[config.mk]
export PLATFORM = sky130hd
export DESIGN_NAME = accel_smooth_peak_tilt
export DESIGN_NICKNAME = d
export VERILOG_FILES = /design/src/rtl/asp_pkg.sv /design/src/rtl/asp_front.sv /design/src/rtl/asp_fifo.sv /design/src/rtl/asp_back.sv /design/src/rtl/accel_smooth_peak_tilt.sv
export SDC_FILE = /design/constraint.sdc
export NUM_CORES = 2
export LEC_CHECK = 0
export ABC_AREA = 1
export BUFFER_PORTS_ARGS = -buffer_cell sky130_fd_sc_hd__buf_2
export CAP_MARGIN = 10
export CELL_PAD_IN_SITES_DETAIL_PLACEMENT = 0
export CELL_PAD_IN_SITES_GLOBAL_PLACEMENT = 1
export CORE_ASPECT_RATIO = 1.75
export CORE_MARGIN = 2
export CORE_UTILIZATION = 43
export CTS_CLUSTER_DIAMETER = 200
export DETAILED_ROUTE_END_ITERATION = 8
export PLACE_DENSITY = 0.75
export SETUP_SLACK_MARGIN = 0.2
export SYNTH_ARGS = -nofsm -noshare
export SYNTH_HDL_FRONTEND = slang
export SYNTH_SLANG_ARGS = --single-unit
[constraint.sdc]
create_clock -name clk -period 57.7 [get_ports clk]
set_input_delay 14.425 -clock clk [delete_from_list [all_inputs] [get_ports clk]]
set_output_delay 14.425 -clock clk [all_outputs]
set_load 0.02 [all_outputs]
[src/rtl/asp_pkg.sv]
// ----------------------------------------------------------------------------
// asp_pkg
// shared types and constants for the smoothing, peak and tilt block
// ----------------------------------------------------------------------------
package asp_pkg;

  localparam int SAMPLE_WIDTH     = 16;
  localparam int CORDIC_STEPS     = 24;
  localparam int ANGLE_SCALE_BITS = 20;
  localparam int CW               = 48;  // cordic datapath width

  localparam logic [0:0] REG_SMOOTH_ENABLE = 1'b0;
  localparam logic [0:0] REG_SMOOTH_WEIGHT = 1'b1;

  function automatic logic [31:0] atan_entry(input logic [4:0] i);
    logic [31:0] r;
    case (i)
      5'd0:  r = 32'd47185920;
      5'd1:  r = 32'd27855475;
      5'd2:  r = 32'd14718068;
      5'd3:  r = 32'd7471121;
      5'd4:  r = 32'd3750058;
      5'd5:  r = 32'd1876857;
      5'd6:  r = 32'd938658;
      5'd7:  r = 32'd469357;
      5'd8:  r = 32'd234682;
      5'd9:  r = 32'd117342;
      5'd10: r = 32'd58671;
      5'd11: r = 32'd29335;
      5'd12: r = 32'd14668;
      5'd13: r = 32'd7334;
      5'd14: r = 32'd3667;
      5'd15: r = 32'd1833;
      5'd16: r = 32'd917;
      5'd17: r = 32'd458;
      5'd18: r = 32'd229;
      5'd19: r = 32'd115;
      5'd20: r = 32'd57;
      5'd21: r = 32'd29;
      5'd22: r = 32'd14;
      5'd23: r = 32'd7;
      default: r = 32'd0;
    endcase
    return r;
  endfunction

  // smoothed vector handed from front to back
  typedef struct packed {
    logic signed [15:0] x;
    logic signed [15:0] y;
    logic signed [15:0] z;
  } vec_t;

endpackage

[src/rtl/asp_front.sv]
// ----------------------------------------------------------------------------
// asp_front
// accepts samples and applies the exponential average, one axis a cycle
// ----------------------------------------------------------------------------
module asp_front (
  input  logic               clk,
  input  logic               rst,
  input  logic               smooth_enable,
  input  logic [16:0]        smooth_weight,
  input  logic               in_valid,
  output logic               in_ready,
  input  logic signed [15:0] in_x,
  input  logic signed [15:0] in_y,
  input  logic signed [15:0] in_z,
  output logic               out_valid,
  input  logic               out_ready,
  output asp_pkg::vec_t      out_vec
);
  import asp_pkg::*;

  localparam logic [1:0] S_IDLE = 2'd0;
  localparam logic [1:0] S_CALC = 2'd1;
  localparam logic [1:0] S_OUT  = 2'd2;

  logic [1:0] state;
  logic [1:0] axis;
  logic have_previous;
  logic signed [15:0] samp [3];
  logic signed [15:0] last [3];
  logic signed [15:0] res [3];
  logic [16:0] w;
  logic signed [18:0] ws;
  logic signed [18:0] wp;
  logic signed [35:0] acc;
  logic signed [15:0] rounded;

  assign w  = (smooth_weight > 17'd65536) ? 17'd65536 : smooth_weight;
  assign ws = $signed({2'b00, w});
  assign wp = 19'sd65536 - ws;
  assign acc = 36'(ws) * 36'(samp[axis]) + 36'(wp) * 36'(last[axis]) + 36'sd32768;
  assign rounded = acc[31:16];

  assign in_ready  = (state == S_IDLE);
  assign out_valid = (state == S_OUT);
  assign out_vec   = '{x: res[0], y: res[1], z: res[2]};

  always_ff @(posedge clk) begin
    if (rst) begin
      state <= S_IDLE;
      have_previous <= 1'b0;
      axis <= 2'd0;
      last[0] <= '0; last[1] <= '0; last[2] <= '0;
    end else begin
      case (state)
        S_IDLE: begin
          if (in_valid) begin
            samp[0] <= in_x; samp[1] <= in_y; samp[2] <= in_z;
            axis <= 2'd0;
            state <= S_CALC;
          end
        end
        S_CALC: begin
          res[axis] <= (smooth_enable && have_previous) ? rounded : samp[axis];
          last[axis] <= (smooth_enable && have_previous) ? rounded : samp[axis];
          if (axis == 2'd2) begin
            state <= S_OUT;
            have_previous <= 1'b1;
          end else begin
            axis <= axis + 2'd1;
          end
        end
        S_OUT: begin
          if (out_ready) state <= S_IDLE;
        end
        default: state <= S_IDLE;
      endcase
    end
  end

endmodule

[src/rtl/asp_fifo.sv]
// ----------------------------------------------------------------------------
// asp_fifo
// two-entry queue between front and back
// ----------------------------------------------------------------------------
module asp_fifo (
  input  logic          clk,
  input  logic          rst,
  input  logic          in_valid,
  output logic          in_ready,
  input  asp_pkg::vec_t in_data,
  output logic          out_valid,
  input  logic          out_ready,
  output asp_pkg::vec_t out_data
);
  import asp_pkg::*;

  vec_t mem [2];
  logic wp, rp;
  logic [1:0] count;

  assign in_ready  = (count != 2'd2);
  assign out_valid = (count != 2'd0);
  assign out_data  = mem[rp];

  always_ff @(posedge clk) begin
    if (in_valid && in_ready) mem[wp] <= in_data;
  end

  always_ff @(posedge clk) begin
    if (rst) begin
      wp <= 1'b0; rp <= 1'b0; count <= 2'd0;
    end else begin
      if (in_valid && in_ready) wp <= ~wp;
      if (out_valid && out_ready) rp <= ~rp;
      count <= count + 2'((in_valid && in_ready) ? 1 : 0)
                     - 2'((out_valid && out_ready) ? 1 : 0);
    end
  end

`ifndef SYNTHESIS
  a_no_over: assert property (@(posedge clk) disable iff (rst)
    count <= 2'd2) else $error("queue overflow");
  a_empty_no_valid: assert property (@(posedge clk) disable iff (rst)
    (count == 2'd0) |-> !out_valid) else $error("valid from empty queue");
  a_count_step: assert property (@(posedge clk) disable iff (rst)
    (in_valid && in_ready && !(out_valid && out_ready)) |=> count == $past(count) + 2'd1)
    else $error("count did not rise");
`endif

endmodule

[src/rtl/asp_back.sv]
// ----------------------------------------------------------------------------
// asp_back
// magnitude, peaks and cordic tilt angles on one shared sequencer
// ----------------------------------------------------------------------------
module asp_back (
  input  logic               clk,
  input  logic               rst,
  input  logic               in_valid,
  output logic               in_ready,
  input  asp_pkg::vec_t      in_vec,
  output logic               out_valid,
  input  logic               out_ready,
  output logic signed [15:0] smooth_x,
  output logic signed [15:0] smooth_y,
  output logic signed [15:0] smooth_z,
  output logic [15:0]        magnitude,
  output logic [14:0]        peak_x,
  output logic [14:0]        peak_y,
  output logic [14:0]        peak_z,
  output logic [15:0]        peak_magnitude,
  output logic signed [13:0] pitch_angle,
  output logic signed [14:0] roll_angle
);
  import asp_pkg::*;

  localparam logic [2:0] S_IDLE = 3'd0;
  localparam logic [2:0] S_SQ   = 3'd1;
  localparam logic [2:0] S_SQRT = 3'd2;
  localparam logic [2:0] S_PRE  = 3'd3;
  localparam logic [2:0] S_ROT  = 3'd4;
  localparam logic [2:0] S_FIN  = 3'd5;
  localparam logic [2:0] S_OUT  = 3'd6;

  logic [2:0] state;
  logic [1:0] sq_step;
  logic [5:0] cnt;
  logic       pass;   // 0 magnitude, 1 pitch denominator
  logic       angle;  // 0 pitch, 1 roll
  vec_t v;
  logic [31:0] yz2, xx;
  logic [47:0] rad, rem, root;
  logic signed [CW-1:0] cx, cy, cz;
  logic signed [15:0] max_x, max_y, max_z;
  logic [15:0] max_mag, mag;

  // square root step, two radicand bits per cycle
  logic [49:0] trial;
  logic [49:0] rem_sh;
  assign rem_sh = {rem, rad[47:46]};
  assign trial  = {root, 2'b01};

  // cordic step
  logic [4:0] ci;
  logic signed [CW-1:0] dx, dy;
  assign ci = cnt[4:0];
  assign dx = cy >>> ci;
  assign dy = cx >>> ci;

  // rounding and clamp of the angle
  logic signed [CW-1:0] rnd;
  logic signed [CW-1:0] lim;
  assign rnd = (cz + CW'(signed'(1 << 13))) >>> 14;
  assign lim = angle ? CW'(180 * 64) : CW'(90 * 64);

  logic signed [31:0] sq_in;
  logic [31:0] sq;
  always_comb begin
    case (sq_step)
      2'd0:    sq_in = 32'(v.x);
      2'd1:    sq_in = 32'(v.y);
      default: sq_in = 32'(v.z);
    endcase
  end
  assign sq = 32'(sq_in * sq_in);

  assign in_ready  = (state == S_IDLE);
  assign out_valid = (state == S_OUT);
  assign smooth_x = v.x;
  assign smooth_y = v.y;
  assign smooth_z = v.z;
  assign magnitude = mag;
  assign peak_x = max_x[14:0];
  assign peak_y = max_y[14:0];
  assign peak_z = max_z[14:0];
  assign peak_magnitude = max_mag;

  always_ff @(posedge clk) begin
    if (rst) begin
      state <= S_IDLE;
      max_x <= '0; max_y <= '0; max_z <= '0; max_mag <= '0;
      sq_step <= '0; cnt <= '0; pass <= 1'b0; angle <= 1'b0;
    end else begin
      case (state)
        S_IDLE: begin
          if (in_valid) begin
            v <= in_vec;
            sq_step <= 2'd0;
            yz2 <= '0;
            state <= S_SQ;
          end
        end
        S_SQ: begin
          if (sq_step == 2'd0) xx <= sq;
          else yz2 <= yz2 + sq;
          if (sq_step == 2'd2) begin
            state <= S_SQRT;
            pass <= 1'b0;
            rad <= {16'd0, yz2 + sq + xx};
            rem <= '0; root <= '0; cnt <= '0;
          end
          sq_step <= sq_step + 2'd1;
          if (v.x > max_x) max_x <= v.x;
          if (v.y > max_y) max_y <= v.y;
          if (v.z > max_z) max_z <= v.z;
        end
        S_SQRT: begin
          if (rem_sh >= trial) begin
            rem  <= 48'(rem_sh - trial);
            root <= {root[46:0], 1'b1};
          end else begin
            rem  <= rem_sh[47:0];
            root <= {root[46:0], 1'b0};
          end
          rad <= {rad[45:0], 2'b00};
          cnt <= cnt + 6'd1;
          if (cnt == 6'd23) begin
            if (!pass) begin
              mag <= (rem_sh >= trial) ? {root[14:0], 1'b1} : {root[14:0], 1'b0};
              pass <= 1'b1;
              rad <= {yz2, 16'd0};
              rem <= '0; root <= '0; cnt <= '0;
            end else begin
              angle <= 1'b0;
              cx <= CW'((rem_sh >= trial) ? {root[22:0], 1'b1} : {root[22:0], 1'b0});
              cy <= CW'(signed'(v.x)) <<< 8;
              state <= S_PRE;
            end
          end
        end
        S_PRE: begin
          if (mag > max_mag) max_mag <= mag;
          cnt <= '0;
          state <= S_ROT;
          if (cx < 0) begin
            if (cy >= 0) begin
              cx <= cy; cy <= -cx; cz <= CW'(90) <<< ANGLE_SCALE_BITS;
            end else begin
              cx <= -cy; cy <= cx; cz <= -(CW'(90) <<< ANGLE_SCALE_BITS);
            end
          end else begin
            cz <= '0;
          end
          if (cx == 0 && cy == 0) begin
            cz <= '0;
            state <= S_FIN;
          end
        end
        S_ROT: begin
          if (cy > 0) begin
            cx <= cx + dx; cy <= cy - dy; cz <= cz + CW'(atan_entry(ci));
          end else begin
            cx <= cx - dx; cy <= cy + dy; cz <= cz - CW'(atan_entry(ci));
          end
          cnt <= cnt + 6'd1;
          if (cnt == 6'(CORDIC_STEPS - 1)) state <= S_FIN;
        end
        S_FIN: begin
          if (!angle) begin
            pitch_angle <= (rnd > lim) ? 14'(lim) : (rnd < -lim) ? 14'(-lim) : 14'(rnd);
            angle <= 1'b1;
            cx <= CW'(signed'(v.z)) <<< 8;
            cy <= -(CW'(signed'(v.y)) <<< 8);
            state <= S_PRE;
          end else begin
            roll_angle <= (rnd > lim) ? 15'(lim) : (rnd < -lim) ? 15'(-lim) : 15'(rnd);
            state <= S_OUT;
          end
        end
        S_OUT: begin
          if (out_ready) state <= S_IDLE;
        end
        default: state <= S_IDLE;
      endcase
    end
  end

`ifndef SYNTHESIS
  a_peak_mono: assert property (@(posedge clk) disable iff (rst)
    max_mag >= $past(max_mag) || $past(rst)) else $error("peak magnitude fell");
  a_peak_floor: assert property (@(posedge clk) disable iff (rst)
    !max_x[15] && !max_y[15] && !max_z[15]) else $error("axis peak negative");
  a_hold_out: assert property (@(posedge clk) disable iff (rst)
    (out_valid && !out_ready) |=> out_valid && $stable(magnitude))
    else $error("result dropped");
`endif

endmodule

[src/rtl/accel_smooth_peak_tilt.sv]
// ----------------------------------------------------------------------------
// accel_smooth_peak_tilt
// accelerometer smoothing, magnitude, peaks and pitch/roll
// ----------------------------------------------------------------------------
// each input transaction passes through the front, then the queue, then the back,
//   which gives the result transaction
// the rate of results is set by the back end, which takes no new vector while busy with its
//   two 24-step square roots and two 24-step cordic passes on one sequencer
// the queue lets the front smooth the next sample while the back is busy
// reset (rst, synchronous) clears history and peaks and restores the config registers to their defaults
module accel_smooth_peak_tilt (
  input  logic                    clk,
  input  logic                    rst,
  input  logic                    cfg_valid,
  output logic                    cfg_ready,
  input  logic                    cfg_index,
  input  logic [16:0]             cfg_data,
  input  logic                    in_valid,
  output logic                    in_ready,
  input  logic signed [asp_pkg::SAMPLE_WIDTH-1:0] sample_x,
  input  logic signed [asp_pkg::SAMPLE_WIDTH-1:0] sample_y,
  input  logic signed [asp_pkg::SAMPLE_WIDTH-1:0] sample_z,
  output logic                    out_valid,
  input  logic                    out_ready,
  output logic signed [15:0]      smooth_x,
  output logic signed [15:0]      smooth_y,
  output logic signed [15:0]      smooth_z,
  output logic [15:0]             magnitude,
  output logic [14:0]             peak_x,
  output logic [14:0]             peak_y,
  output logic [14:0]             peak_z,
  output logic [15:0]             peak_magnitude,
  output logic signed [13:0]      pitch_angle,
  output logic signed [14:0]      roll_angle
);
  import asp_pkg::*;

  // config registers, always writable
  logic        smooth_enable;
  logic [16:0] smooth_weight;
  assign cfg_ready = 1'b1;

  always_ff @(posedge clk) begin
    if (rst) begin
      smooth_enable <= 1'b0;
      smooth_weight <= 17'd52429;
    end else if (cfg_valid) begin
      case (cfg_index)
        REG_SMOOTH_ENABLE: smooth_enable <= cfg_data[0];
        REG_SMOOTH_WEIGHT: smooth_weight <= cfg_data;
        default: ;
      endcase
    end
  end

  vec_t f_vec, q_vec;
  logic f_valid, f_ready, q_valid, q_ready;

  // front: smoothing
  asp_front u_front (
    .clk, .rst, .smooth_enable, .smooth_weight,
    .in_valid, .in_ready,
    .in_x(sample_x), .in_y(sample_y), .in_z(sample_z),
    .out_valid(f_valid), .out_ready(f_ready), .out_vec(f_vec)
  );

  // decoupling queue
  asp_fifo u_fifo (
    .clk, .rst,
    .in_valid(f_valid), .in_ready(f_ready), .in_data(f_vec),
    .out_valid(q_valid), .out_ready(q_ready), .out_data(q_vec)
  );

  // back: magnitude, peaks, angles
  asp_back u_back (
    .clk, .rst,
    .in_valid(q_valid), .in_ready(q_ready), .in_vec(q_vec),
    .out_valid, .out_ready,
    .smooth_x, .smooth_y, .smooth_z, .magnitude,
    .peak_x, .peak_y, .peak_z, .peak_magnitude,
    .pitch_angle, .roll_angle
  );

endmodule
; ---- Word level (Yosys, flattened, before mapping)
; Memory sizes are Yosys's and may differ from the RTL's. A register that Yosys moved wholly into a read port is not among the register bits.
; Cells that the tools add are included.
[op_classes]
n_addsub = 22
mul = 3
order_cmp = 11
n_eq_ne = 26
shift = 2
mux = 103
n_bitwise = 6
n_reduce_logical = 41
[op_table]
columns = op, n
row1 = $mux W48, 25
row2 = $pmux W48 S2, 4
row3 = $pmux W48 S4, 2
row4 = $mux W32, 8
row5 = $neg A48 Y48, 3
row6 = $sub A48 B48 Y48, 3
row7 = $pmux W32 S2, 2
row8 = $add A32 B32 Y32, 3
row9 = $add A48 B48 Y48, 2
row10 = $logic_not A48 Y1, 2
row11 = $sshr A48 B5 Y48, 2
row12 = $gt A16 B16 Y1, 4
row13 = $mul A18 B16 Y32, 2
row14 = $ge A50 B50 Y1, 1
row15 = $add A48 B15 Y48 const B, 1
row16 = $add A48 B32 Y48, 1
row17 = $ge A48 B1 Y1 const B, 1
row18 = $gt A48 B1 Y1 const B, 1
row19 = $lt A34 B48 Y1, 1
row20 = $lt A48 B1 Y1 const B, 1
row21 = $neg A24 Y48, 1
row22 = $sub A48 B32 Y48, 1
row23 = $mux W14, 3
row24 = $gt A34 B15 Y1, 1
row25 = 40 further kinds, 139
[totals]
reg_bits = 501
mem_bits_rw = 240
romBits = 1664
output_inout_bits = 157
n_memories = 6
[memory_table]
columns = name, words, word_bits, read_ports, rd_ports_with_merged_regs, write_ports, line
row1 = (name not given), 32, 26, 1, 1, 0, asp_pkg.sv:17  ; case (i)
row2 = (name not given), 32, 26, 1, 1, 0, asp_pkg.sv:17
row3 = u_fifo.mem, 2, 48, 1, 1, 1, asp_fifo.sv:17  ; vec_t mem [2];
row4 = u_front.last, 3, 16, 1, 1, 3, asp_front.sv:29  ; logic signed [15:0] last [3];
row5 = u_front.res, 3, 16, 3, 0, 1, asp_front.sv:30  ; logic signed [15:0] res [3];
row6 = u_front.samp, 3, 16, 1, 1, 3, asp_front.sv:28  ; logic signed [15:0] samp [3];

; ---- Longest topological paths before layout
[depth]
word_depth = 8
depth_mapped = 58
mapped_depth_nobuf = 54

; ---- Hierarchy
; A second synthesis with hierarchy kept.
[hier_totals]
hier_cells = 11924
area_unflattened_um2 = 93071.8
[by_module_without_submodules]
columns = mod, n_inst, cells_each, area_each_um2, seq_area_each_um2
row1 = asp_back, 1, 8758, 62393.6, 15394.8
row2 = asp_front, 1, 2897, 26220.1, 4944.7
row3 = asp_fifo, 1, 186, 3786.1, 2982.9
row4 = accel_smooth_peak_tilt, 1, 83, 671.9, 360.3

; ---- Worst setup path before layout
; OpenSTA, ideal clock, no wires.
[synth_path]
kind = input -> register
from = input rst
to = register u_back.cx[0] (enable)
setup_ns = 1.061
arrival_time_ns = 29.540
required_time_ns = 56.639
slack_ns = 27.099
path_stages = 2
cell_sequence = clkbuf_1 > a2111oi_0
[synth_via]
elab_chain_cells = 2
[synth_rtl]
columns = element, line
row1 = "start, declared", accel_smooth_peak_tilt.sv:13  ; input logic rst,
row2 = $not A1 Y1 (no source line), --
row3 = $reduce_and A6 Y1 (no source line), --
row4 = "end signal, assigned", asp_back.sv:134  ; cx <= CW'((rem_sh >= trial) ? {root[22:0], 1'b1} : {root[22:0], 1'b0});
row5 = "end signal, assigned", asp_back.sv:146  ; cx <= cy; cy <= -cx; cz <= CW'(90) <<< ANGLE_SCALE_BITS;
row6 = "end signal, assigned", asp_back.sv:160  ; cx <= cx + dx; cy <= cy - dy; cz <= cz + CW'(atan_entry(ci));
row7 = "end, declared", asp_back.sv:42  ; logic signed [CW-1:0] cx, cy, cz;
; Every way passes these cells.
; A chain may end at the register's enable or synchronous reset.

; ---- Final worst setup path
[layout_path]
from = register u_back.state[2]
to = output out_valid
[layout_via]
elab_chain_cells = 1
[layout_rtl]
columns = element, line
row1 = "start, declared", asp_back.sv:34  ; logic [2:0] state;
row2 = "start signal, assigned", asp_back.sv:89  ; state <= S_IDLE;
row3 = "start signal, assigned", asp_back.sv:99  ; state <= S_SQ;
row4 = "start signal, assigned", asp_back.sv:106  ; state <= S_SQRT;
row5 = $eq A3 B3 Y1, asp_back.sv:77  ; assign out_valid = (state == S_OUT);
row6 = "end, declared", accel_smooth_peak_tilt.sv:23  ; output logic out_valid,
; Every way passes these cells.

==> out/metrics.csv <==
metric,value,unit
mean routed wirelength per cell,26.1,um
period utilization,28.9,%
gr usage total,35.3,%
via count,83790,
Tightest Pin Transition,1.36,ns
vias in the first global route,87252,
"Avg Cell Area, Syn",7.78,um2
starting density of the core,43.1,%
Commonest cells post-synth,"nand2_1 (2,551), inv_1 (1,972), nor2_1 (1,073), fa_1 (850), nand3_1 (850)",
I/O pins,228,
Post-synth EDFFs,700,
Final Slew Violations,0,
number of hold buffers added after CTS,0,
fmax,59.9,MHz
crit-path cells,"inv_1, nor2_1, buf_2",
endpoints failing hold,0,
total gr overflow,0,
synthesized area,92400,um2
Worst-Skew Late Latency,0.79,ns
run status,"complete, no violations",
sequential share of the synthesized area,25.6,%
CP startpoint kind,register,
PostCTS Resize Cnt,0,
CTS root buf,clkbuf_16,
Max Cap Violations,0,
unrepaired setup endpoints after global routing,no,
Required @ worst endpoint,43.28,ns
DR vias/cell,5.63,
Initial DRC Count,6827,
Die ar.,219000,um2
Max H-tree Level,3,
1st-pass router iterations,6,
Setup crit end kind,primary output,
Die Span X,354,um
Area contributors post-synth,"edfxtp_1 (23%), fa_1 (18%), nand2_1 (10%)",
GPL Wtd Cong,1.04,
first-pass GRT wire length,563000,um
cts bufs inserted,89,
fillers,21761,
CP peak stage delay,0.58,ns
remaining routing DRC violations,0,
"count leader, synth",nand2_1,
clk buf depth,3,
endpoints failing setup,0,
share of layout cells above drive strength 1,6.06,%
#FFs+latches synth,832,
R2R setup slack,44.35,ns
# clock sinks,832,
Nets,13526,
initial antenna violation count,34,
WP data arrival,2.27,ns
Worst path slowest cell,dfxtp_1,
top cell type's share of synthesized area,22.8,%
Crit Path Max Fanout,8,
synth unique cells,78,
row cnt,225,
skew final,0.0778,ns
"Warnings, synthesis",0,
Synth Flop Type,edfxtp_1,
"area leader, netlist",edfxtp_1,
Layout area overhead,7.85,%
"Min Clock Period, post-route",16.70,ns
DRT antenna net count,0,
clock slew at reported path FFs,0.08,ns
CTS tree,done,
Die Span Y,617,um
Post-synth ARST share,0,%
# Post-CTS Setup Buffers,0,
final WL,388000,um
worst min path class,register to register,
dpl hpwl,318000,um
relative slew slack,8.14,%
pin count of the biggest net entering global routing,145,
post-synthesis cell count,11875,
Setup CP Type,register to primary output,
final core occ,46.5,%
Setup Total Neg Slack,0,ns
core area,214000,um2
IO Port Bufs,226,
## critical path, delay by kind of cell (launching register included)
| kind | cells | cell delay (ns) |
|---|---|---|
| and+or+nand+nor | 1 | 0.48 |
| buffers and inverters | 2 | 0.48 |
| DFF | 1 | 0.58 |
## cell type report
type | instances | area, um2 | area share [%]
antenna | 15 | 37.5 | 0.0377
clock buffer | 114 | 2410 | 2.42
timing repair buffer | 353 | 2110 | 2.12
tap | 2837 | 3550 | 3.56
clock inverter | 54 | 668 | 0.671
sequential | 832 | 23700 | 23.8
multi-input combinational | 8663 | 59600 | 59.8
inverter | 2017 | 7580 | 7.60
## path summary, 6_finish.rpt
kind / startpoint / endpoint / depth (start not counted)
setup / recovery: u_back.state[2] / out_valid / 3
hold / removal: u_front.res[2][2] / u_fifo.mem[1][2] / 0
setup reg to reg: u_back.sq_step[1] / u_back.rad[31] / 51
hold reg to reg: u_front.res[2][2] / u_fifo.mem[1][2] / 0
## through the flow
step | worst slack (ns) | hold WS [ns] | cell area [um2] | std cells
finish | 41.00 | 0.448 | 99600 | 14885
global route | 40.97 | 0.458 | 99600 | 14874
detailed placement | 40.47 | 0.434 | 96500 | 14698
global placement | 40.44 | 0.423 | 96500 | 14698
floorplan | 27.10 | 0.421 | 92500 | 11913
CTS | 41.03 | 0.446 | 99500 | 14866
## registers in the layout, indices dropped and copies added (netlist names), 17 cells and up, named ones only
register and flops:
u_fifo.mem 96, u_front.samp 48, u_front.last 64, u_back.rem 48, u_back.cz 48, u_front.res 48
u_back.root 48, u_back.cx 48, u_back.cy 48, u_back.yz2 32, u_back.rad 48, smooth_weight 17
u_back.xx 31
## metal layers
layer	share of wire, %	GRT usage [%]	up-vias
met3	5.6	4.92	1052
li1	-	-	38603
met1	34	36.4	40973
met4	9.6	28.1	24
met2	51	63.5	3138
met5	0.040	0	-
## logic make-up after synthesis
logic type	synth area share (%)
AND/OR/NAND/NOR	22.5
AO/OA/AOI/OAI	11.3
XOR/XNOR	3.17
buffers and inverters	10.2
adder cells (fa/ha/maj)	27.2
flip-flops	25.6
other	0.00813
## cells in the final DEF, fill, tap and decap left out, drive strengths merged, types with 47 or more instances in the layout
cell / n
or2: 69
fa: 850
nand2: 2584
o21a: 47
clkinv: 47
o21ai: 705
inv: 2009
nand4: 105
nor4: 51
nor2: 1105
nor3: 122
buf: 353
xnor2: 134
dfxtp: 132
nand3: 858
clkbuf: 114
o211ai: 54
ha: 649
a31oi: 64
xor2: 197
edfxtp: 700
a21oi: 764
Power is not shown: default switching activity piles up to over one toggle a cycle in this logic, so the estimate is an artifact.
